## config.mk

```make
export PLATFORM = sky130hd
export DESIGN_NAME = gregorian_calendar_date_unit_top
export DESIGN_NICKNAME = d
export VERILOG_FILES = /design/src/gcd_pkg.sv /design/src/gcd_div100.sv /design/src/gregorian_calendar_date_unit_top.sv
export SDC_FILE = /design/constraint.sdc
export NUM_CORES = 1
export LEC_CHECK = 0
export BUFFER_PORTS_ARGS = -buffer_cell sky130_fd_sc_hd__buf_4
export CAP_MARGIN = 40
export CORE_ASPECT_RATIO = 0.8
export CORE_MARGIN = 2
export CORE_UTILIZATION = 25
export CTS_CLUSTER_SIZE = 20
export DETAILED_ROUTE_END_ITERATION = 10
export HOLD_SLACK_MARGIN = 0.05
export PLACE_DENSITY_LB_ADDON = 0.1
export SKIP_CTS_REPAIR_TIMING = 1
export SLEW_MARGIN = 20
export SYNTH_ARGS = -nofsm -noshare
export SYNTH_HDL_FRONTEND = slang
export SYNTH_SLANG_ARGS = --single-unit
```

## constraint.sdc

```tcl
create_clock -name clk -period 9.7 [get_ports clk]
set_input_delay 0.97 -clock clk [delete_from_list [all_inputs] [get_ports clk]]
set_output_delay 0.97 -clock clk [all_outputs]
set_load 0.02 [all_outputs]
```

## src/gcd_pkg.sv

```systemverilog
`default_nettype none

package gcd_pkg;

	localparam int unsigned YEAR_W  = 14;
	localparam int unsigned MONTH_W = 4;
	localparam int unsigned DAY_W   = 5;
	localparam int unsigned WDAY_W  = 3;
	localparam int unsigned ORD_W   = 9;
	localparam int unsigned DELTA_W = 16;
	localparam int unsigned WD_W    = DELTA_W + 1;

	localparam logic [YEAR_W-1:0]  YEAR_MIN   = 14'd1;
	localparam logic [YEAR_W-1:0]  YEAR_MAX   = 14'd9999;
	localparam logic [YEAR_W-1:0]  YEAR_RESET = 14'd1970;
	localparam logic [MONTH_W-1:0] MONTH_JAN  = 4'd1;
	localparam logic [MONTH_W-1:0] MONTH_FEB  = 4'd2;
	localparam logic [MONTH_W-1:0] MONTH_DEC  = 4'd12;
	localparam logic [DAY_W-1:0]   DAY_FIRST  = 5'd1;
	localparam logic [DAY_W-1:0]   DEC_LEN    = 5'd31;

	// floor(x/100) = (x*5243) >> 19, exact for x < 43690
	localparam int unsigned DIV100_MUL   = 5243;
	localparam int unsigned DIV100_SHIFT = 19;
	localparam int unsigned DIV100_Q_W   = 8;
	// floor(x/7) estimate, low by at most one for x < 16384
	localparam int unsigned MOD7_MUL     = 9362;
	localparam int unsigned MOD7_SHIFT   = 16;

	typedef enum logic [1:0] {
		OP_SET  = 2'd0,
		OP_NEXT = 2'd1,
		OP_PREV = 2'd2,
		OP_ADD  = 2'd3
	} op_t;

	typedef enum logic [3:0] {
		ST_IDLE,
		ST_LEAP,
		ST_EXEC,
		ST_ADD,
		ST_ALEAP,
		ST_FIN,
		ST_FLEAP,
		ST_WD1,
		ST_WD2
	} state_t;

	function automatic logic [DAY_W-1:0] month_len(input logic [MONTH_W-1:0] m,
		input logic leap);
		logic [DAY_W-1:0] len;
		len = 5'd31;
		if (m inside {4'd4, 4'd6, 4'd9, 4'd11}) begin
			len = 5'd30;
		end else if (m == MONTH_FEB) begin
			len = leap ? 5'd29 : 5'd28;
		end
		return len;
	endfunction

	function automatic logic [ORD_W-1:0] cum_days(input logic [MONTH_W-1:0] m);
		logic [ORD_W-1:0] c;
		case (m)
			4'd2:    c = 9'd31;
			4'd3:    c = 9'd59;
			4'd4:    c = 9'd90;
			4'd5:    c = 9'd120;
			4'd6:    c = 9'd151;
			4'd7:    c = 9'd181;
			4'd8:    c = 9'd212;
			4'd9:    c = 9'd243;
			4'd10:   c = 9'd273;
			4'd11:   c = 9'd304;
			4'd12:   c = 9'd334;
			default: c = 9'd0;
		endcase
		return c;
	endfunction

	// (13*mm + 8) / 5 with Jan/Feb as months 13/14 of the prior year
	function automatic logic [5:0] month_term(input logic [MONTH_W-1:0] m);
		logic [5:0] t;
		case (m)
			4'd1:    t = 6'd35;
			4'd2:    t = 6'd38;
			4'd3:    t = 6'd9;
			4'd4:    t = 6'd12;
			4'd5:    t = 6'd14;
			4'd6:    t = 6'd17;
			4'd7:    t = 6'd19;
			4'd8:    t = 6'd22;
			4'd9:    t = 6'd25;
			4'd10:   t = 6'd27;
			4'd11:   t = 6'd30;
			4'd12:   t = 6'd32;
			default: t = 6'd0;
		endcase
		return t;
	endfunction

endpackage

`default_nettype wire

```

## src/gcd_div100.sv

```systemverilog
`default_nettype none

module gcd_div100 (
	input  logic [gcd_pkg::YEAR_W-1:0]     dividend,
	output logic [gcd_pkg::DIV100_Q_W-1:0] quotient,
	output logic                           exact
);

	localparam int unsigned PROD_W = gcd_pkg::YEAR_W + 13;

	logic [PROD_W-1:0]          prod;
	logic [gcd_pkg::YEAR_W-1:0] back;

	assign prod     = PROD_W'(dividend) * PROD_W'(gcd_pkg::DIV100_MUL);
	assign quotient = prod[gcd_pkg::DIV100_SHIFT +: gcd_pkg::DIV100_Q_W];
	// q*100 = q*64 + q*32 + q*4
	assign back     = gcd_pkg::YEAR_W'({quotient, 6'b0}) + gcd_pkg::YEAR_W'({quotient, 5'b0})
		+ gcd_pkg::YEAR_W'({quotient, 2'b0});
	assign exact    = (back == dividend);

endmodule

`default_nettype wire

```

## src/gregorian_calendar_date_unit_top.sv

```systemverilog
`default_nettype none

// channel  dir  handshake          payload
// s        in   s_tvalid/s_tready  s_tdata (date, delta), s_tuser (operation)
// m        out  m_tvalid/m_tready  m_tdata (date, weekday, ordinal), m_tuser (error)
//
// Set, next and previous pass through LEAP, EXEC, FIN, FLEAP, WD1 and WD2 to the result.
// Add also walks one month per ADD step and takes an ALEAP step per year crossed, the
// month walk on the shared day adder.
// s_tready is high only while no transaction is in work.
// A result waiting on m_tready does not block acceptance; the next result holds
// in the final stage until the output register is free.
// arst_n loads 1970-01-01; no clearing pass.
module gregorian_calendar_date_unit_top (
	input  logic        clk,
	input  logic        arst_n,
	input  logic        s_tvalid,
	output logic        s_tready,
	input  logic [39:0] s_tdata,  // new_year[13:0], new_month[17:14], new_day[22:18],
	                              // day_delta[38:23], zero[39]
	input  logic [1:0]  s_tuser,  // operation[1:0]
	output logic        m_tvalid,
	input  logic        m_tready,
	output logic [39:0] m_tdata,  // cur_year[13:0], cur_month[17:14], cur_day[22:18],
	                              // weekday[25:23], ordinal_day[34:26], zero[39:35]
	output logic [0:0]  m_tuser   // range_error[0]
);

	localparam int unsigned YW = gcd_pkg::YEAR_W;
	localparam int unsigned MW = gcd_pkg::MONTH_W;
	localparam int unsigned DW = gcd_pkg::DAY_W;
	localparam int unsigned WW = gcd_pkg::WD_W;
	localparam int unsigned QW = gcd_pkg::DIV100_Q_W;
	localparam int unsigned SW = YW;
	localparam int unsigned PW = 2 * SW;

	gcd_pkg::state_t state_q, state_d;

	logic [YW-1:0] year_q;
	logic [MW-1:0] month_q;
	logic [DW-1:0] day_q;

	gcd_pkg::op_t                        op_q;
	logic [DW-1:0]                       nd_q;
	logic signed [gcd_pkg::DELTA_W-1:0]  delta_q;
	logic [YW-1:0]                       wy_q;
	logic [MW-1:0]                       wm_q;
	logic signed [WW-1:0]                wd_q;
	logic                                err_q;
	logic                                leap_q;
	logic [SW-1:0]                       sum_q;
	logic [gcd_pkg::ORD_W-1:0]           ord_q;

	logic                        ovalid_q;
	logic [YW-1:0]               oyear_q;
	logic [MW-1:0]               omonth_q;
	logic [DW-1:0]               oday_q;
	logic [gcd_pkg::WDAY_W-1:0]  owday_q;
	logic [gcd_pkg::ORD_W-1:0]   oord_q;
	logic                        oerr_q;

	logic use_yy;
	logic accept;
	logic out_load;

	logic [YW-1:0] in_year;
	logic [MW-1:0] in_month;
	logic [DW-1:0] in_day;
	logic [MW-1:0] in_month_cl;

	logic [YW-1:0] yy;
	logic [YW-1:0] div_in;
	logic [QW-1:0] div_q;
	logic          div_exact;
	logic          leap_now;

	logic [DW-1:0]        len;
	logic [DW-1:0]        prev_len;
	logic signed [WW-1:0] len_s;
	logic                 fwd;
	logic                 bwd;

	logic [SW:0]     sum_w;
	logic [PW-1:0]   m7_prod;
	logic [11:0]     m7_q;
	logic [SW:0]     m7_x7;
	logic [SW-1:0]   m7_r;
	logic [3:0]      m7_r4;
	logic [gcd_pkg::WDAY_W-1:0] wday;

	assign in_year  = s_tdata[13:0];
	assign in_month = s_tdata[17:14];
	assign in_day   = s_tdata[22:18];
	assign in_month_cl = (in_month == '0) ? gcd_pkg::MONTH_JAN :
		(in_month > gcd_pkg::MONTH_DEC) ? gcd_pkg::MONTH_DEC : in_month;

	assign accept   = s_tvalid && s_tready;
	assign out_load = (state_q == gcd_pkg::ST_WD2) && (!ovalid_q || m_tready);

	// shared divide-by-100 unit: leap tests and the weekday century terms
	assign yy     = (wm_q <= gcd_pkg::MONTH_FEB) ? wy_q - YW'(1) : wy_q;
	assign div_in = use_yy ? yy : wy_q;

	gcd_div100 u_div100 (
		.dividend (div_in),
		.quotient (div_q),
		.exact    (div_exact)
	);

	assign leap_now = (wy_q[1:0] == 2'b00) && (!div_exact || (div_q[1:0] == 2'b00));

	assign len      = gcd_pkg::month_len(wm_q, leap_q);
	assign prev_len = gcd_pkg::month_len(wm_q - MW'(1), leap_q);
	assign len_s    = signed'(WW'(len));
	assign fwd      = (wd_q > len_s);
	assign bwd      = !fwd && (wd_q < signed'(WW'(1)));

	assign sum_w = (SW+1)'(yy) + (SW+1)'(yy[YW-1:2]) - (SW+1)'(div_q)
		+ (SW+1)'(div_q[QW-1:2]) + (SW+1)'(gcd_pkg::month_term(wm_q))
		+ (SW+1)'(wd_q[DW-1:0]);

	assign m7_prod = PW'(sum_q) * PW'(gcd_pkg::MOD7_MUL);
	assign m7_q    = m7_prod[gcd_pkg::MOD7_SHIFT +: 12];
	assign m7_x7   = (SW+1)'({m7_q, 3'b000}) - (SW+1)'(m7_q);
	assign m7_r    = sum_q - m7_x7[SW-1:0];
	assign m7_r4   = m7_r[3:0];
	assign wday    = (m7_r4 >= 4'd7) ? 3'(m7_r4 - 4'd7) : m7_r4[2:0];

	always_comb begin
		state_d = state_q;
		case (state_q)
			gcd_pkg::ST_IDLE: begin
				if (accept) state_d = gcd_pkg::ST_LEAP;
			end
			gcd_pkg::ST_LEAP: state_d = gcd_pkg::ST_EXEC;
			gcd_pkg::ST_EXEC: begin
				state_d = (op_q == gcd_pkg::OP_ADD) ? gcd_pkg::ST_ADD : gcd_pkg::ST_FIN;
			end
			gcd_pkg::ST_ADD: begin
				if (fwd && wm_q == gcd_pkg::MONTH_DEC) begin
					state_d = (wy_q == gcd_pkg::YEAR_MAX) ? gcd_pkg::ST_FIN : gcd_pkg::ST_ALEAP;
				end else if (bwd && wm_q == gcd_pkg::MONTH_JAN) begin
					state_d = (wy_q == gcd_pkg::YEAR_MIN) ? gcd_pkg::ST_FIN : gcd_pkg::ST_ALEAP;
				end else if (!fwd && !bwd) begin
					state_d = gcd_pkg::ST_FIN;
				end
			end
			gcd_pkg::ST_ALEAP: state_d = gcd_pkg::ST_ADD;
			gcd_pkg::ST_FIN:   state_d = gcd_pkg::ST_FLEAP;
			gcd_pkg::ST_FLEAP: state_d = gcd_pkg::ST_WD1;
			gcd_pkg::ST_WD1:   state_d = gcd_pkg::ST_WD2;
			gcd_pkg::ST_WD2: begin
				if (out_load) state_d = gcd_pkg::ST_IDLE;
			end
			default: state_d = gcd_pkg::ST_IDLE;
		endcase
	end

	always_comb begin
		s_tready = (state_q == gcd_pkg::ST_IDLE);
		use_yy   = (state_q == gcd_pkg::ST_WD1);
	end

	always_ff @(posedge clk or negedge arst_n) begin
		if (!arst_n) begin
			state_q  <= gcd_pkg::ST_IDLE;
			ovalid_q <= 1'b0;
			year_q   <= gcd_pkg::YEAR_RESET;
			month_q  <= gcd_pkg::MONTH_JAN;
			day_q    <= gcd_pkg::DAY_FIRST;
		end else begin
			state_q <= state_d;
			if (out_load) begin
				ovalid_q <= 1'b1;
			end else if (m_tready) begin
				ovalid_q <= 1'b0;
			end
			if (state_q == gcd_pkg::ST_FIN && !err_q) begin
				year_q  <= wy_q;
				month_q <= wm_q;
				day_q   <= wd_q[DW-1:0];
			end
		end
	end

	always_ff @(posedge clk) begin
		case (state_q)
			gcd_pkg::ST_IDLE: begin
				if (accept) begin
					op_q    <= gcd_pkg::op_t'(s_tuser);
					nd_q    <= in_day;
					delta_q <= signed'(s_tdata[38:23]);
					if (gcd_pkg::op_t'(s_tuser) == gcd_pkg::OP_SET) begin
						wy_q  <= in_year;
						wm_q  <= in_month_cl;
						wd_q  <= signed'(WW'(gcd_pkg::DAY_FIRST));
						err_q <= (in_year == '0) || (in_year > gcd_pkg::YEAR_MAX);
					end else begin
						wy_q  <= year_q;
						wm_q  <= month_q;
						wd_q  <= signed'(WW'(day_q));
						err_q <= 1'b0;
					end
				end
			end
			gcd_pkg::ST_LEAP, gcd_pkg::ST_ALEAP, gcd_pkg::ST_FLEAP: begin
				leap_q <= leap_now;
			end
			gcd_pkg::ST_EXEC: begin
				case (op_q)
					gcd_pkg::OP_SET: begin
						if (nd_q == '0) begin
							wd_q <= signed'(WW'(gcd_pkg::DAY_FIRST));
						end else if (nd_q > len) begin
							wd_q <= len_s;
						end else begin
							wd_q <= signed'(WW'(nd_q));
						end
					end
					gcd_pkg::OP_NEXT: begin
						if (wd_q < len_s) begin
							wd_q <= wd_q + signed'(WW'(1));
						end else begin
							wd_q <= signed'(WW'(gcd_pkg::DAY_FIRST));
							if (wm_q == gcd_pkg::MONTH_DEC) begin
								wm_q <= gcd_pkg::MONTH_JAN;
								wy_q <= wy_q + YW'(1);
								if (wy_q == gcd_pkg::YEAR_MAX) err_q <= 1'b1;
							end else begin
								wm_q <= wm_q + MW'(1);
							end
						end
					end
					gcd_pkg::OP_PREV: begin
						if (wd_q > signed'(WW'(1))) begin
							wd_q <= wd_q - signed'(WW'(1));
						end else if (wm_q == gcd_pkg::MONTH_JAN) begin
							wm_q <= gcd_pkg::MONTH_DEC;
							wy_q <= wy_q - YW'(1);
							wd_q <= signed'(WW'(gcd_pkg::DEC_LEN));
							if (wy_q == gcd_pkg::YEAR_MIN) err_q <= 1'b1;
						end else begin
							wm_q <= wm_q - MW'(1);
							wd_q <= signed'(WW'(prev_len));
						end
					end
					gcd_pkg::OP_ADD: begin
						wd_q <= wd_q + WW'(delta_q);
					end
					default: begin
						err_q <= err_q;
					end
				endcase
			end
			gcd_pkg::ST_ADD: begin
				if (fwd) begin
					wd_q <= wd_q - len_s;
					if (wm_q == gcd_pkg::MONTH_DEC) begin
						wm_q <= gcd_pkg::MONTH_JAN;
						wy_q <= wy_q + YW'(1);
						if (wy_q == gcd_pkg::YEAR_MAX) err_q <= 1'b1;
					end else begin
						wm_q <= wm_q + MW'(1);
					end
				end else if (bwd) begin
					if (wm_q == gcd_pkg::MONTH_JAN) begin
						wm_q <= gcd_pkg::MONTH_DEC;
						wy_q <= wy_q - YW'(1);
						wd_q <= wd_q + signed'(WW'(gcd_pkg::DEC_LEN));
						if (wy_q == gcd_pkg::YEAR_MIN) err_q <= 1'b1;
					end else begin
						wm_q <= wm_q - MW'(1);
						wd_q <= wd_q + signed'(WW'(prev_len));
					end
				end
			end
			gcd_pkg::ST_FIN: begin
				if (err_q) begin
					wy_q <= year_q;
					wm_q <= month_q;
					wd_q <= signed'(WW'(day_q));
				end
			end
			gcd_pkg::ST_WD1: begin
				sum_q <= sum_w[SW-1:0];
				ord_q <= gcd_pkg::cum_days(wm_q)
					+ gcd_pkg::ORD_W'((wm_q > gcd_pkg::MONTH_FEB) && leap_q)
					+ gcd_pkg::ORD_W'(wd_q[DW-1:0]);
			end
			default: begin
				leap_q <= leap_q;
			end
		endcase
	end

	always_ff @(posedge clk) begin
		if (out_load) begin
			oyear_q  <= wy_q;
			omonth_q <= wm_q;
			oday_q   <= wd_q[DW-1:0];
			owday_q  <= wday;
			oord_q   <= ord_q;
			oerr_q   <= err_q;
		end
	end

	assign m_tvalid   = ovalid_q;
	assign m_tdata    = {5'b0, oord_q, owday_q, oday_q, omonth_q, oyear_q};
	assign m_tuser[0] = oerr_q;

	a_date_valid: assert property (@(posedge clk) disable iff (!arst_n)
		(year_q >= gcd_pkg::YEAR_MIN) && (year_q <= gcd_pkg::YEAR_MAX)
		&& (month_q >= gcd_pkg::MONTH_JAN) && (month_q <= gcd_pkg::MONTH_DEC)
		&& (day_q != '0))
		else $error("stored date out of range");

	a_err_keeps_date: assert property (@(posedge clk) disable iff (!arst_n)
		(state_q == gcd_pkg::ST_FIN) && err_q |=> $stable({year_q, month_q, day_q}))
		else $error("refused transaction changed the stored date");

	a_result_from_wd2: assert property (@(posedge clk) disable iff (!arst_n)
		$rose(m_tvalid) |-> $past(state_q == gcd_pkg::ST_WD2))
		else $error("result raised outside the final stage");

	a_result_fields: assert property (@(posedge clk) disable iff (!arst_n)
		m_tvalid |-> (m_tdata[25:23] != 3'd7) && (m_tdata[34:26] != '0)
		&& (m_tdata[34:26] <= 9'd366))
		else $error("weekday or ordinal day out of range");

	a_ready_idle: assert property (@(posedge clk) disable iff (!arst_n)
		accept |=> !s_tready)
		else $error("transaction accepted while a previous one is in work");

endmodule

`default_nettype wire

```

==> flow_summary_export.csv <==
group,metric,value,unit
outcome,result_of_the_run,"completed",
final_layout,sequential_cell_area,4590,sq um
die,die_width,299,um
drt,route.met3.wl,2450,um
setup_path,setup_slack_reg_to_reg,0.36,ns
flow_run,max_cap_check_violation_count,0,
clocking,ctsRootBufferMaster,"sky130_fd_sc_hd__clkbuf_16",
synthesis,area_share_of_the_largest_cell_type_after_synthesis,20.6,%
setup_path,critPathLaunchType,"flip-flop",
synthesis,synth-seq-cells,162,
sta,max_slew_margin,44.1,%
die,start_util,25.2,%
sta,hold_viol,0,
place,globalplace.congestion,0.848,
final_layout,flow.area_growth_from_synthesis,24.6,%
setup_path,worstPathRequired,9.89,ns
synthesis,top_cells_by_area_in_the_synthesized_netlist,"sky130_fd_sc_hd__edfxtp_1 21%, sky130_fd_sc_hd__ha_1 17%, sky130_fd_sc_hd__fa_1 12%",
synthesis,yosysTopAreaCell,"sky130_fd_sc_hd__edfxtp_1",
setup_path,r2r_end,"sum_q[12]",
drt,drt_iter0_drc,1021,
sta,maxClockFrequency,107,MHz
die,core_area,68800,sq um
place,numPortBuffers,82,
sta,report.final.setup_viol,0,
sta,rsz0062_at_grt,"yes",
setup_path,cp-end-kind,"flip-flop",
setup_path,cp_max_fo,5,
setup_path,crit-reg2reg-launch,"wy_q[1]",
setup_path,timing.critical_path.to,"sum_q[12]",
synthesis,cells_after_synth,1787,
final_layout,stdcell_area,21600,sq um
synthesis,synthFlopType,"sky130_fd_sc_hd__edfxtp_1",
synthesis,ys_types,98,
global_routing,initial_antenna_violation_count,0,
drt,wl_met1,30100,um
clocking,cts_inserted_buffers,17,
drt,final_antenna_violating_net_count,0,
place,post_dp_cell_area,20400,sq um
clocking,numClockSinks,162,
die,io-pin-count,89,
die,num_rows,86,
setup_path,cp-startpoint,"wy_q[1]",
clocking,cts_tree,"built",
sta,setup_skew_after_layout,0.0191,ns
synthesis,synth_warnings,0,
clocking,clock_tree.htree_level_count,4,
place,hpwlAfterDp,45400,um
drt,routed-via-count,13961,
drt,drt_pass1_iterations,6,
global_routing,grtUsageTotal,15.9,%
global_routing,overflow,0,
drt,drt-vias-per-instance,4.71,
sta,post-route-period-util,96.3,%
clocking,ctsLongestPathBuffers,2,
drt,detail_route.wirelength,55800,um
setup_path,crit_path_frequent_cell,"sky130_fd_sc_hd__fa_1",
setup_path,criticalPathCategory,"flip-flop to flip-flop",
drt,detailroute.wirelength.met2,22800,um
synthesis,synthesis.area_per_instance,9.71,sq um
final_layout,finalNetCount,2416,
setup_path,crit_arrival,9.53,ns
final_layout,finish.cell_count_without_fillers,2967,
synthesis,seq_area_frac_synth,26.4,%
synthesis,synth_async_sr_flop_share,17.3,%
sta,final-max-slew-violation-count,0,
clocking,clkLatencyLatePin,0.46,ns
synthesis,synthesis.area,17400,sq um
place,place_inst,2915,
drt,wire_per_inst,18.8,um
final_layout,drive_gt1_share,23.1,%
global_routing,grt_pass1_wl,87300,um
drt,drcViolationCount,0,
sta,post-route-min-period,9.34,ns
drt,maxUsedRoutingLayer,"met4",
global_routing,pin_count_of_the_biggest_net_entering_global_routing,37,
setup_path,worst_path_cell_with_the_longest_stage_delay,"sky130_fd_sc_hd__fa_1",
sta,timing_worst_slew_pin_value,0.839,ns
setup_path,max_stage_delay,0.58,ns
die,die_h,240,um
synthesis,number_of_synthesized_flops_with_an_enable_pin,119,
min_path,timing.hold.worst_path_depth,0,
setup_path,logic_depth_of_the_worst_register_to_register_path,37,
final_layout,fill_cells,7108,
final_layout,multiInputGateArea,12200,sq um
die,fp.dieArea,71500,sq um
clocking,clkTransAtPathRegs,0.07,ns
global_routing,vias_in_the_first_global_route,14466,
min_path,min-delay-path-class,"flip-flop to flip-flop",
-- cells by family (layout without fill, tap and decap cells) --
family,count (synthesis),after routing,synth area share (%)
other,1,6,0.0216
AND/OR/NAND/NOR,423,423,12.5
multiplexers,36,36,2.26
XOR/XNOR,153,153,8.41
flip-flops,162,162,26.4
adder cells (fa/ha/maj),341,341,29.0
AO/OA/AOI/OAI,355,355,14.3
buffers and inverters,316,567,7.17
-- sequential cells by signal (all words and copies together) (netlist names), 9 cells and up, named ones only --
name     flops
sum_q       14
ord_q        9
delta_q     16
oyear_q     14
oord_q       9
wd_q        17
year_q      14
wy_q        14
-- per-stage QoR --
step / setup slack, ns / setup TNS [ns] / hold slack, ns / util (%)
6_report: 0.361 / 0 / 0.418 / 31.5
3_5_place_dp: -0.258 / -0.814 / 0.405 / 29.6
2_1_floorplan: 0.0164 / 0 / 0.400 / -
5_1_grt: -0.0608 / -0.171 / 0.427 / 31.4
3_3_place_gp: -0.278 / -0.814 / 0.408 / 29.6
4_1_cts: -0.323 / -1.23 / 0.421 / 30.5
-- critical path, delay by kind of cell, from the launching register on --
family / cells / cell delay [ns]
xor+xnor: 2 / 0.33
compound gates: 10 / 1.74
buf+inv: 7 / 0.55
flops: 1 / 0.42
fa+ha+maj: 10 / 4.38
simple gates: 8 / 1.66
-- Yosys cell counts (all sizes together) (14+ instances only) --
master and instances:
clkbuf 47, nor2b 14, nand2b 18, o21ai 66
and3 17, nand3 35, nand2 108, mux2 19
dfrtp 19, o21bai 20, nor4 21, edfxtp 119
inv 245, nor2 95, xor2 57, dfxtp 15
o22ai 21, a21oi 72, a22oi 20, nor3 39
xnor2 88, nand4 16, fa 101, or3 16
buf 24, mux2i 17, ha 240, a21o 28
-- worst min path at each step --
| stage | start | slack [ns] | endpoint |
|---|---|---|---|
| after floorplan | ord_q[0] | 0.40 | oord_q[0] |
| after global placement | ord_q[0] | 0.41 | oord_q[0] |
| after detailed placement | ord_q[4] | 0.40 | oord_q[4] |
| after CTS | ord_q[4] | 0.42 | oord_q[4] |
| after global routing | ord_q[0] | 0.43 | oord_q[0] |
| final | ord_q[4] | 0.42 | oord_q[4] |
-- layer usage --
metal | up-vias | GRT usage [%]
met5 | - | 0
met4 | 0 | 2.57
met3 | 27 | 2.50
met2 | 302 | 22.8
met1 | 6853 | 24.9
li1 | 6779 | -
-- cell usage in the layout (no fill, tap or decap), drive strengths merged, types with 11 or more instances in the layout --
master and instances:
fa 101, dfxtp 15, mux2 19, xor2 57, and3 17, edfxtp 119, mux2i 17, nor4 21
ha 240, a221o 12, o21bai 20, nand3 35, xnor2 88, o21ai 66, a21oi 72, or3 16
a22oi 20, nor2b 14, nand4 16, clkbuf 19, nor2 95, nand2 108, a21o 28, o211ai 13
dfrtp 19, nand2b 18, nor3 39, a31oi 11, buf 289, o22ai 21, and2 11, inv 252
-- final cells by class --
type | count | area share (%)
Clock buffer | 18 | 1.98
Sequential cell | 162 | 21.2
Timing Repair Buffer | 290 | 10.2
Inverter | 245 | 4.27
Clock inverter | 14 | 0.752
Antenna cell | 1 | 0.0116
Multi-Input combinational cell | 1313 | 56.2
Tap cell | 924 | 5.35
Power is left out: the tool's default activity adds up to more than one toggle a clock period on the data nets, which glitch-free logic cannot reach.
